## config.mk

```make
export PLATFORM = sky130hd
export DESIGN_NAME = table_atan2_degrees_core_flat
export DESIGN_NICKNAME = d
export VERILOG_FILES = /design/src/hdl/tad_pkg.sv /design/src/hdl/tad_in_if.sv /design/src/hdl/tad_out_if.sv /design/src/hdl/tad_front.sv /design/src/hdl/tad_queue.sv /design/src/hdl/tad_back.sv /design/src/hdl/table_atan2_degrees_core.sv /design/src/flat_wrapper.sv
export SDC_FILE = /design/constraint.sdc
export NUM_CORES = 1
export LEC_CHECK = 0
export BUFFER_PORTS_ARGS = -buffer_cell sky130_fd_sc_hd__buf_2
export CAP_MARGIN = 30
export CELL_PAD_IN_SITES_DETAIL_PLACEMENT = 0
export CELL_PAD_IN_SITES_GLOBAL_PLACEMENT = 1
export CORE_ASPECT_RATIO = 0.6
export CORE_UTILIZATION = 45
export CTS_BUF_LIST = sky130_fd_sc_hd__clkbuf_8
export DETAILED_ROUTE_END_ITERATION = 16
export PLACE_DENSITY_LB_ADDON = 0.08
export SETUP_SLACK_MARGIN = 0.05
export SYNTH_ARGS = -nofsm -noshare
export SYNTH_HDL_FRONTEND = slang
export SYNTH_SLANG_ARGS = --single-unit
```

## constraint.sdc

```tcl
create_clock -name i_clk -period 51.7 [get_ports i_clk]
set_input_delay 15.51 -clock i_clk [delete_from_list [all_inputs] [get_ports i_clk]]
set_output_delay 15.51 -clock i_clk [all_outputs]
set_load 0.02 [all_outputs]
```

## src/hdl/tad_pkg.sv

```systemverilog
// Shared types, constants and the first-octant arctangent table.
`timescale 1ns / 1ps
package tad_pkg;

    localparam int IN_W    = 16;
    localparam int MAG_W   = 15;
    localparam int ANGLE_W = 9;
    localparam int Q_W     = 6;
    localparam int ROM_W   = 6;

    localparam int QUEUE_DEPTH = 4;
    localparam int QPTR_W      = $clog2(QUEUE_DEPTH);
    localparam int QCNT_W      = $clog2(QUEUE_DEPTH + 1);

    // 180/pi with 24 fraction bits; narrower scalings round from it.
    localparam longint unsigned RAD2DEG_Q24 = 64'd961263669;

    localparam logic [Q_W-1:0]     ROM_LAST = 6'd57;
    localparam logic [MAG_W-1:0]   MAG_MAX  = 15'h7FFF;
    localparam logic [ANGLE_W-1:0] DEG_90   = 9'd90;
    localparam logic [ANGLE_W-1:0] DEG_180  = 9'd180;
    localparam logic [ANGLE_W-1:0] DEG_360  = 9'd360;

    // Entry i is round(atan(i*pi/180)*180/pi).
    localparam logic [ROM_W-1:0] ATAN_ROM [0:57] = '{
        6'd0,  6'd1,  6'd2,  6'd3,  6'd4,  6'd5,  6'd6,  6'd7,  6'd8,  6'd9,
        6'd10, 6'd11, 6'd12, 6'd13, 6'd14, 6'd15, 6'd16, 6'd17, 6'd17, 6'd18,
        6'd19, 6'd20, 6'd21, 6'd22, 6'd23, 6'd24, 6'd24, 6'd25, 6'd26, 6'd27,
        6'd28, 6'd28, 6'd29, 6'd30, 6'd31, 6'd31, 6'd32, 6'd33, 6'd34, 6'd34,
        6'd35, 6'd36, 6'd36, 6'd37, 6'd38, 6'd38, 6'd39, 6'd39, 6'd40, 6'd41,
        6'd41, 6'd42, 6'd42, 6'd43, 6'd43, 6'd44, 6'd44, 6'd45
    };

    typedef struct packed {
        logic swap;
        logic neg_x;
        logic neg_y;
        logic zero;
    } t_meta;

    typedef struct packed {
        logic [MAG_W-1:0] lesser;
        logic [MAG_W-1:0] big;
        t_meta            meta;
    } t_item;

    typedef struct packed {
        logic [QCNT_W-1:0] count;
        logic              full;
    } t_q_status;

endpackage

```

## src/hdl/tad_in_if.sv

```systemverilog
// Input channel: one vector (dy, dx) per transaction.
`timescale 1ns / 1ps
interface tad_in_if;
    import tad_pkg::*;

    logic                   valid;
    logic                   ready;
    logic signed [IN_W-1:0] dy;
    logic signed [IN_W-1:0] dx;

    modport source (output valid, output dy, output dx, input ready);
    modport sink   (input valid, input dy, input dx, output ready);
endinterface

```

## src/hdl/tad_out_if.sv

```systemverilog
// Output channel: one angle in degrees per transaction.
`timescale 1ns / 1ps
interface tad_out_if;
    import tad_pkg::*;

    logic               valid;
    logic               ready;
    logic [ANGLE_W-1:0] angle;

    modport source (output valid, output angle, input ready);
    modport sink   (input valid, input angle, output ready);
endinterface

```

## src/hdl/tad_front.sv

```systemverilog
// Front end: takes magnitudes and signs, orders the two magnitudes, flags the zero vector.
`timescale 1ns / 1ps
module tad_front (
    input  logic                            i_clk,
    input  logic                            i_rst_n,
    input  logic                            i_valid,
    output logic                            o_ready,
    input  logic signed [tad_pkg::IN_W-1:0] i_dy,
    input  logic signed [tad_pkg::IN_W-1:0] i_dx,
    output logic                            o_valid,
    input  logic                            i_ready,
    output tad_pkg::t_item                  o_item
);
    import tad_pkg::*;

    logic             r_valid;
    t_item            r_item;
    t_item            n_item;
    logic [MAG_W-1:0] ay;
    logic [MAG_W-1:0] ax;
    logic             load;

    function automatic logic [MAG_W-1:0] magnitude(input logic [IN_W-1:0] raw);
        logic [IN_W-1:0] neg;
        neg = -raw;
        if (!raw[IN_W-1]) begin
            return raw[MAG_W-1:0];
        end else if (neg[IN_W-1]) begin
            // The most negative code saturates to the largest magnitude.
            return MAG_MAX;
        end else begin
            return neg[MAG_W-1:0];
        end
    endfunction

    assign ay = magnitude(i_dy);
    assign ax = magnitude(i_dx);

    always_comb begin
        n_item.meta.swap  = ay > ax;
        n_item.meta.neg_x = i_dx[IN_W-1];
        n_item.meta.neg_y = i_dy[IN_W-1];
        n_item.meta.zero  = (ay == '0) && (ax == '0);
        n_item.lesser     = n_item.meta.swap ? ax : ay;
        n_item.big        = n_item.meta.swap ? ay : ax;
    end

    assign o_ready = !r_valid || i_ready;
    assign load    = i_valid && o_ready;
    assign o_valid = r_valid;
    assign o_item  = r_item;

    always_ff @(posedge i_clk) begin
        if (!i_rst_n) begin
            r_valid <= 1'b0;
        end else if (load) begin
            r_valid <= 1'b1;
        end else if (i_ready) begin
            r_valid <= 1'b0;
        end
    end

    always_ff @(posedge i_clk) begin
        if (load) begin
            r_item <= n_item;
        end
    end
endmodule

```

## src/hdl/tad_queue.sv

```systemverilog
// Short queue that decouples the front end from the arithmetic back end.
`timescale 1ns / 1ps
module tad_queue (
    input  logic               i_clk,
    input  logic               i_rst_n,
    input  logic               i_valid,
    output logic               o_ready,
    input  tad_pkg::t_item     i_item,
    output logic               o_valid,
    input  logic               i_ready,
    output tad_pkg::t_item     o_item,
    output tad_pkg::t_q_status o_status
);
    import tad_pkg::*;

    t_item             r_mem [QUEUE_DEPTH];
    logic [QPTR_W-1:0] r_wr_ptr;
    logic [QPTR_W-1:0] r_rd_ptr;
    logic [QCNT_W-1:0] r_count;
    logic              push;
    logic              pop;

    assign o_ready = r_count != QCNT_W'(QUEUE_DEPTH);
    assign o_valid = r_count != '0;
    assign push    = i_valid && o_ready;
    assign pop     = o_valid && i_ready;
    assign o_item  = r_mem[r_rd_ptr];

    assign o_status.count = r_count;
    assign o_status.full  = !o_ready;

    always_ff @(posedge i_clk) begin
        if (!i_rst_n) begin
            r_wr_ptr <= '0;
            r_rd_ptr <= '0;
            r_count  <= '0;
        end else begin
            if (push) begin
                r_wr_ptr <= r_wr_ptr + 1'b1;
            end
            if (pop) begin
                r_rd_ptr <= r_rd_ptr + 1'b1;
            end
            if (push && !pop) begin
                r_count <= r_count + 1'b1;
            end else if (pop && !push) begin
                r_count <= r_count - 1'b1;
            end
        end
    end

    always_ff @(posedge i_clk) begin
        if (push) begin
            r_mem[r_wr_ptr] <= i_item;
        end
    end
endmodule

```

## src/hdl/tad_back.sv

```systemverilog
// Back end: scaled numerator, pipelined restoring divider, table lookup and quadrant fold.
`timescale 1ns / 1ps
module tad_back #(
    parameter int FRAC_BITS = 16
) (
    input  logic                          i_clk,
    input  logic                          i_rst_n,
    input  logic                          i_valid,
    output logic                          o_ready,
    input  tad_pkg::t_item                i_item,
    output logic                          o_valid,
    input  logic                          i_ready,
    output logic [tad_pkg::ANGLE_W-1:0]   o_angle
);
    import tad_pkg::*;

    localparam longint unsigned K_VAL =
        (((RAD2DEG_Q24 * 2) >> (24 - FRAC_BITS)) + 1) >> 1;
    localparam int K_W    = $clog2(K_VAL + 1);
    localparam int PROD_W = MAG_W + K_W;
    localparam int DEN_W  = MAG_W + FRAC_BITS;
    localparam int NUM_W  = ((PROD_W > DEN_W - 1) ? PROD_W : DEN_W - 1) + 1;
    localparam int DIV_W  = (NUM_W > DEN_W + Q_W) ? NUM_W : DEN_W + Q_W;
    localparam logic [K_W-1:0] K_VEC = K_VAL[K_W-1:0];

    logic en;

    // Multiply stage.
    logic              r_v_mul;
    logic [PROD_W-1:0] r_prod;
    logic [MAG_W-1:0]  r_big_mul;
    t_meta             r_meta_mul;

    // Numerator and denominator stage.
    logic              r_v_add;
    logic [NUM_W-1:0]  r_num;
    logic [DEN_W-1:0]  r_den;
    t_meta             r_meta_add;

    // Divider stages, one quotient bit each, most significant first.
    logic              r_v_div    [Q_W];
    logic [Q_W-1:0]    r_q        [Q_W];
    t_meta             r_meta_div [Q_W];
    logic [DIV_W-1:0]  r_rem      [Q_W-1];
    logic [DEN_W-1:0]  r_den_div  [Q_W-1];

    // Output stage.
    logic               r_out_valid;
    logic [ANGLE_W-1:0] r_angle;
    logic [ANGLE_W-1:0] n_angle;

    // The whole back end advances together whenever the output slot is free.
    assign en      = !r_out_valid || i_ready;
    assign o_ready = en;
    assign o_valid = r_out_valid;
    assign o_angle = r_angle;

    always_ff @(posedge i_clk) begin
        if (!i_rst_n) begin
            r_v_mul <= 1'b0;
            r_v_add <= 1'b0;
        end else if (en) begin
            r_v_mul <= i_valid;
            r_v_add <= r_v_mul;
        end
    end

    always_ff @(posedge i_clk) begin
        if (en) begin
            r_prod     <= {{K_W{1'b0}}, i_item.lesser} * {{MAG_W{1'b0}}, K_VEC};
            r_big_mul  <= i_item.big;
            r_meta_mul <= i_item.meta;
            // Adding half the denominator makes the floor round half up.
            r_num      <= NUM_W'(r_prod) + (NUM_W'(r_big_mul) << (FRAC_BITS - 1));
            r_den      <= DEN_W'(r_big_mul) << FRAC_BITS;
            r_meta_add <= r_meta_mul;
        end
    end

    for (genvar j = 0; j < Q_W; j++) begin : g_div
        logic [DIV_W-1:0] rem_in;
        logic [DEN_W-1:0] den_in;
        logic [Q_W-1:0]   q_in;
        t_meta            meta_in;
        logic             v_in;
        logic [DIV_W-1:0] trial;
        logic             fits;

        if (j == 0) begin : g_first
            assign rem_in  = DIV_W'(r_num);
            assign den_in  = r_den;
            assign q_in    = '0;
            assign meta_in = r_meta_add;
            assign v_in    = r_v_add;
        end else begin : g_next
            assign rem_in  = r_rem[j-1];
            assign den_in  = r_den_div[j-1];
            assign q_in    = r_q[j-1];
            assign meta_in = r_meta_div[j-1];
            assign v_in    = r_v_div[j-1];
        end

        assign trial = DIV_W'(den_in) << (Q_W - 1 - j);
        assign fits  = rem_in >= trial;

        always_ff @(posedge i_clk) begin
            if (!i_rst_n) begin
                r_v_div[j] <= 1'b0;
            end else if (en) begin
                r_v_div[j] <= v_in;
            end
        end

        always_ff @(posedge i_clk) begin
            if (en) begin
                r_q[j]        <= q_in | (fits ? (Q_W'(1) << (Q_W - 1 - j)) : '0);
                r_meta_div[j] <= meta_in;
            end
        end

        if (j < Q_W - 1) begin : g_carry
            always_ff @(posedge i_clk) begin
                if (en) begin
                    r_rem[j]     <= fits ? rem_in - trial : rem_in;
                    r_den_div[j] <= den_in;
                end
            end
        end
    end

    always_comb begin
        logic [Q_W-1:0]     idx;
        logic [ANGLE_W-1:0] rom;
        logic [ANGLE_W-1:0] oct;
        logic [ANGLE_W-1:0] half;
        logic [ANGLE_W-1:0] full;
        t_meta              m;
        m    = r_meta_div[Q_W-1];
        idx  = (r_q[Q_W-1] > ROM_LAST) ? ROM_LAST : r_q[Q_W-1];
        rom  = ANGLE_W'(ATAN_ROM[idx]);
        if (m.zero) begin
            oct = DEG_90;
        end else if (m.swap) begin
            oct = DEG_90 - rom;
        end else begin
            oct = rom;
        end
        half    = m.neg_x ? DEG_180 - oct : oct;
        full    = m.neg_y ? DEG_360 - half : half;
        n_angle = (full == DEG_360) ? '0 : full;
    end

    always_ff @(posedge i_clk) begin
        if (!i_rst_n) begin
            r_out_valid <= 1'b0;
        end else if (en) begin
            r_out_valid <= r_v_div[Q_W-1];
        end
    end

    always_ff @(posedge i_clk) begin
        if (en) begin
            r_angle <= n_angle;
        end
    end
endmodule

```

## src/hdl/table_atan2_degrees_core.sv

```systemverilog
// Top level of the table-based integer-degree arctangent.
//
// Each input transaction carries a signed vector (dy, dx); each output transaction carries
// its angle in whole degrees, 0 to 359, counterclockwise from the positive x axis, in the
// order the vectors arrived. A zero vector gives 90, and -32768 is taken as -32767. One
// vector is accepted per clock cycle and one angle is delivered per cycle while the output
// side takes them. A vector passes the front end register, the queue, then in the back end
// the multiply stage, the numerator add stage, six restoring divide stages (one quotient bit
// each) and the lookup and fold register. The four-entry queue lets the front end keep
// accepting while the output is stalled, until the queue fills. FRAC_BITS (12 to 24) sets
// the fraction bits of the 180/pi scale factor and thereby the width of the multiplier and
// the divider datapath.
`timescale 1ns / 1ps
module table_atan2_degrees_core #(
    parameter int FRAC_BITS = 16
) (
    input  logic             i_clk,
    input  logic             i_rst_n,
    tad_in_if.sink           i_in,
    tad_out_if.source        o_out
);
    import tad_pkg::*;

    logic      f_valid;
    logic      f_ready;
    t_item     f_item;
    logic      q_valid;
    logic      q_ready;
    t_item     q_item;
    t_q_status q_status;

    tad_front u_front (
        .i_clk   (i_clk),
        .i_rst_n (i_rst_n),
        .i_valid (i_in.valid),
        .o_ready (i_in.ready),
        .i_dy    (i_in.dy),
        .i_dx    (i_in.dx),
        .o_valid (f_valid),
        .i_ready (f_ready),
        .o_item  (f_item)
    );

    tad_queue u_queue (
        .i_clk    (i_clk),
        .i_rst_n  (i_rst_n),
        .i_valid  (f_valid),
        .o_ready  (f_ready),
        .i_item   (f_item),
        .o_valid  (q_valid),
        .i_ready  (q_ready),
        .o_item   (q_item),
        .o_status (q_status)
    );

    tad_back #(
        .FRAC_BITS (FRAC_BITS)
    ) u_back (
        .i_clk   (i_clk),
        .i_rst_n (i_rst_n),
        .i_valid (q_valid),
        .o_ready (q_ready),
        .i_item  (q_item),
        .o_valid (o_out.valid),
        .i_ready (o_out.ready),
        .o_angle (o_out.angle)
    );

    a_angle_range: assert property (@(posedge i_clk) disable iff (!i_rst_n)
        o_out.valid |-> (o_out.angle < DEG_360))
        else $error("angle out of range");

    a_queue_bound: assert property (@(posedge i_clk) disable iff (!i_rst_n)
        q_status.count <= QCNT_W'(QUEUE_DEPTH))
        else $error("queue count exceeds depth");

    a_queue_step: assert property (@(posedge i_clk) disable iff (!i_rst_n)
        1'b1 |=> (({1'b0, q_status.count} <= {1'b0, $past(q_status.count)} + 1'b1)
              && ({1'b0, q_status.count} + 1'b1 >= {1'b0, $past(q_status.count)})))
        else $error("queue count moved by more than one");

    a_full_blocks: assert property (@(posedge i_clk) disable iff (!i_rst_n)
        (q_status.full && !q_ready) |=> (q_status.count == QCNT_W'(QUEUE_DEPTH)))
        else $error("full queue lost an entry without a pop");
endmodule
```

## src/flat_wrapper.sv

```systemverilog
// flat-port wrapper written by rule: the top's interface ports become plain ports
module table_atan2_degrees_core_flat import tad_pkg::*;
#(
    parameter int FRAC_BITS = 16
)
  (i_clk, i_rst_n, i_in_valid, i_in_dy, i_in_dx, i_in_ready, o_out_valid, o_out_angle, o_out_ready);
  tad_in_if i_in_i ();
  tad_out_if o_out_i ();
  input  logic i_clk;
  input  logic i_rst_n;
  input wire logic [$bits(i_in_i.valid)-1:0] i_in_valid;
  input wire logic [$bits(i_in_i.dy)-1:0] i_in_dy;
  input wire logic [$bits(i_in_i.dx)-1:0] i_in_dx;
  output wire logic [$bits(i_in_i.ready)-1:0] i_in_ready;
  output wire logic [$bits(o_out_i.valid)-1:0] o_out_valid;
  output wire logic [$bits(o_out_i.angle)-1:0] o_out_angle;
  input wire logic [$bits(o_out_i.ready)-1:0] o_out_ready;
  assign i_in_i.valid = i_in_valid;
  assign i_in_i.dy = i_in_dy;
  assign i_in_i.dx = i_in_dx;
  assign i_in_ready = i_in_i.ready;
  assign o_out_valid = o_out_i.valid;
  assign o_out_angle = o_out_i.angle;
  assign o_out_i.ready = o_out_ready;
  table_atan2_degrees_core #(.FRAC_BITS(FRAC_BITS)) u_core (.i_clk(i_clk), .i_rst_n(i_rst_n), .i_in(i_in_i), .o_out(o_out_i));
endmodule
```

==> run_results.csv <==
group,metric,value,unit
routing,vias_per_cell,5.44,
grt,grt_max_degree,163,
timing,slew_headroom,35.4,%
setup_path,start_kind,"primary input",
die,fp-row-count,76,
setup_path,crit_path_max_fanout,23,
placed_design,io_buffers,46,
outcome,outcome,"finished clean",
routing,first_iter_violations,1718,
die,chipWidth,354,um
cts,cts_tree,"built",
worst_hold_path,hold_class,"reg2reg",
cells_and_area,antennaDiodeCount,0,
synth,synth_top_flop_cell,"edfxtp_1",
die,io_pins,47,
die,coreArea,72600,um^2
timing,drv_slew,0,
synth,synth_area,33400,um^2
routing,drc,0,
cells_and_area,fill_cells,6358,
synth,yosysWarningCount,0,
grt,antenna_found_initial,0,
synth,ys_seq_area_share,53.6,%
timing,timing.fmax,0.0485,GHz
cells_and_area,mostFrequentLayoutCells,"edfxtp_1, inv_1, ha_1, nor2_1, a21oi_1",
timing,hold_violations,0,
synth,synth_edf_count,586,
synth,synth.avg_cell_area,12.8,um^2
timing,finalSetupViolCount,0,
placed_design,hpwl,57.2,mm
routing,ant_nets,0,
timing,fin_crit,20.63,ns
die,dieArea,75300,um^2
cells_and_area,drive_gt1_share,9.54,%
routing,vias,20400,
setup_path,critical_path_class,"in2reg",
synth,yosys.cell_types.count,82,
grt,grtUsageTotal,21.1,%
cts,clock_path_buffers,3,
cells_and_area,nets,3125,
timing,skew,0.0471,ns
setup_path,cp_data_required_time,52.17,ns
cells_and_area,final_common_cell,"edfxtp_1",
timing,rsz0062_at_grt,"false",
cts,insertion_delay,0.74,ns
timing,period_share,39.9,%
grt,gr-total-overflow,0,
grt,first_global_vias,20400,
cts,ctsHoldBuffers,0,
cts,htree_levels,3,
routing,dr.pass1.iters,5,
synth,ys_ff_latch,600,
synth,syn_nets,3018,
die,start_util,46.0,%
cells_and_area,area_delta_synth_final,9.70,%
cts,post_cts_buffers,0,
synth,ys_async_sr_fraction,0,%
routing,wire_per_inst,20.6,um
grt,grt_pass1_wl,120,mm
cts,numCtsBuffers,89,
timing,totalNegativeSetupSlack,0,ns
synth,synth_cells,2599,
cts,cts_sinks,600,
cts,ctsResizeCount,0,
cts,cts_root_buffer,"clkbuf_8",
timing,worstMarginPinSlew,0.960,ns
setup_path,crit_path_end_kind,"flop",
setup_path,arrival,21.10,ns
placed_design,place.gp.congestion,0.881,
cts,clkTransAtPathRegs,0.06,ns
flow_run,max_cap_viol_count,0,
die,chipHeight,213,um
timing,holdWs,0.418,ns
routing,drt-total-wl,77.2,mm
==> layout make-up <==
cell class              instances  area (um^2)  area share [%]
well taps                     975         1220            3.33
clock buffers                  90         1240            3.38
inverters                     322         1220            3.32
multi-input cells            1625        14100            38.5
clock inverters                74          519            1.42
flip-flops and latches        600        17900            48.8
repair buffers                 68          453            1.24
==> synth_stat cells (all sizes together), types with 5 or more instances <==
| cell | number | share of area, % |
|---|---|---|
| a21o | 57 | 1.3 |
| nand4b | 8 | 0.21 |
| nand2b | 34 | 0.64 |
| or3 | 14 | 0.26 |
| clkbuf | 39 | 0.44 |
| fa | 113 | 6.8 |
| a211oi | 12 | 0.28 |
| and3 | 18 | 0.34 |
| nand2 | 114 | 1.3 |
| mux2i | 24 | 0.72 |
| nor2 | 151 | 1.7 |
| xnor2 | 92 | 2.4 |
| nor4b | 8 | 0.21 |
| mux2 | 24 | 0.81 |
| o41ai | 5 | 0.13 |
| mux4 | 34 | 2.3 |
| o21bai | 12 | 0.27 |
| ha | 270 | 10 |
| or2 | 9 | 0.17 |
| a21boi | 21 | 0.48 |
| o21ai | 94 | 1.4 |
| inv | 321 | 3.6 |
| edfxtp | 586 | 53 |
| a21oi | 130 | 1.9 |
| nand3 | 31 | 0.46 |
| a2111oi | 9 | 0.37 |
| a41o | 5 | 0.15 |
| buf | 13 | 0.23 |
| o31ai | 12 | 0.27 |
| nor2b | 29 | 0.54 |
| nor4 | 32 | 0.64 |
| o21a | 29 | 0.65 |
| and2 | 17 | 0.32 |
| nand4 | 28 | 0.52 |
| xor2 | 55 | 1.5 |
| nor3 | 36 | 0.54 |
| or4 | 9 | 0.20 |
| dfxtp | 14 | 0.84 |
| o2111ai | 10 | 0.26 |
| a31oi | 18 | 0.34 |
==> critical path: stages <==
cell,delay (ns)
buf_2,0.12
or3_1,0.42
or4_1,0.52
or3_1,0.43
or3_1,0.36
nor3_1,0.63
nor2_1,0.08
nand2_1,0.09
o21ai_0,0.30
inv_1,0.14
ha_1,0.25
nor2b_1,0.13
o21a_1,0.17
o21a_1,0.16
o21a_1,0.15
o21ai_0,0.15
nand2b_1,0.08
a21oi_1,0.15
o21ai_0,0.09
a221oi_1,0.43
nor2_4,0.23
buf_16,0.23
mux2_2,0.27
==> logic make-up after synthesis <==
logic type | after synthesis | synth area share (%)
flip-flops | 600 | 53.6
AND/OR/NAND/NOR | 553 | 8.44
AO/OA/AOI/OAI | 460 | 9.11
adder cells (fa/ha/maj) | 383 | 16.9
buffers and inverters | 374 | 4.29
XOR/XNOR | 147 | 3.88
multiplexers | 82 | 3.82
==> metrics by stage <==
stage | worst slack [ns] | instance area (um^2) | utilization [%] | cells
2_1_floorplan | 24.15 | 33400 | - | 2599
3_3_place_gp | 30.31 | 34800 | 47.9 | 3586
3_5_place_dp | 30.32 | 34800 | 48.0 | 3589
4_1_cts | 31.14 | 36600 | 50.4 | 3753
5_1_grt | 30.66 | 36600 | 50.5 | 3754
6_report | 31.07 | 36600 | 50.5 | 3754
==> flip-flops by register name (all words and copies together), names as in the netlist, named ones only <==
name	cells
u_core.u_back.g_div.den_in	15
u_core.u_back.g_div.meta_in	4
u_core.u_back.g_div.rem_in	35
u_core.u_back.g_div.v_in	1
u_core.u_back.o_angle	9
u_core.u_back.o_valid	1
u_core.u_back.r_big_mul	15
u_core.u_back.r_den_div	75
u_core.u_back.r_meta_div	24
u_core.u_back.r_meta_mul	4
u_core.u_back.r_prod	34
u_core.u_back.r_q	21
u_core.u_back.r_rem	175
u_core.u_back.r_v_div	6
u_core.u_back.r_v_mul	1
u_core.u_front.o_item	34
u_core.u_front.o_valid	1
u_core.u_queue.r_count	3
u_core.u_queue.r_mem	136
u_core.u_queue.r_rd_ptr	2
u_core.u_queue.r_wr_ptr	2
==> layer usage <==
layer / part of all wire, % / track usage, %
met1: 56 / 35.6
met2: 36 / 26.5
met5: 0 / 0
met3: 6.5 / 4.53
met4: 1.4 / 4.97
==> final timing paths <==
check,start,to,slack (ns),depth (start not counted)
worst max-delay path,i_in_dy[1],u_core.u_front.o_item[6],31.07,23
worst min-delay path,u_core.u_back.r_q[3][2],u_core.u_back.r_q[4][2],0.42,0
worst max register to register,flop,u_core.u_back.r_prod[36],43.48,22
worst min register to register,u_core.u_back.r_q[3][2],u_core.u_back.r_q[4][2],0.42,0
Power is not shown: default switching activity piles up to over one toggle a cycle in this logic, so the estimate is an artifact.
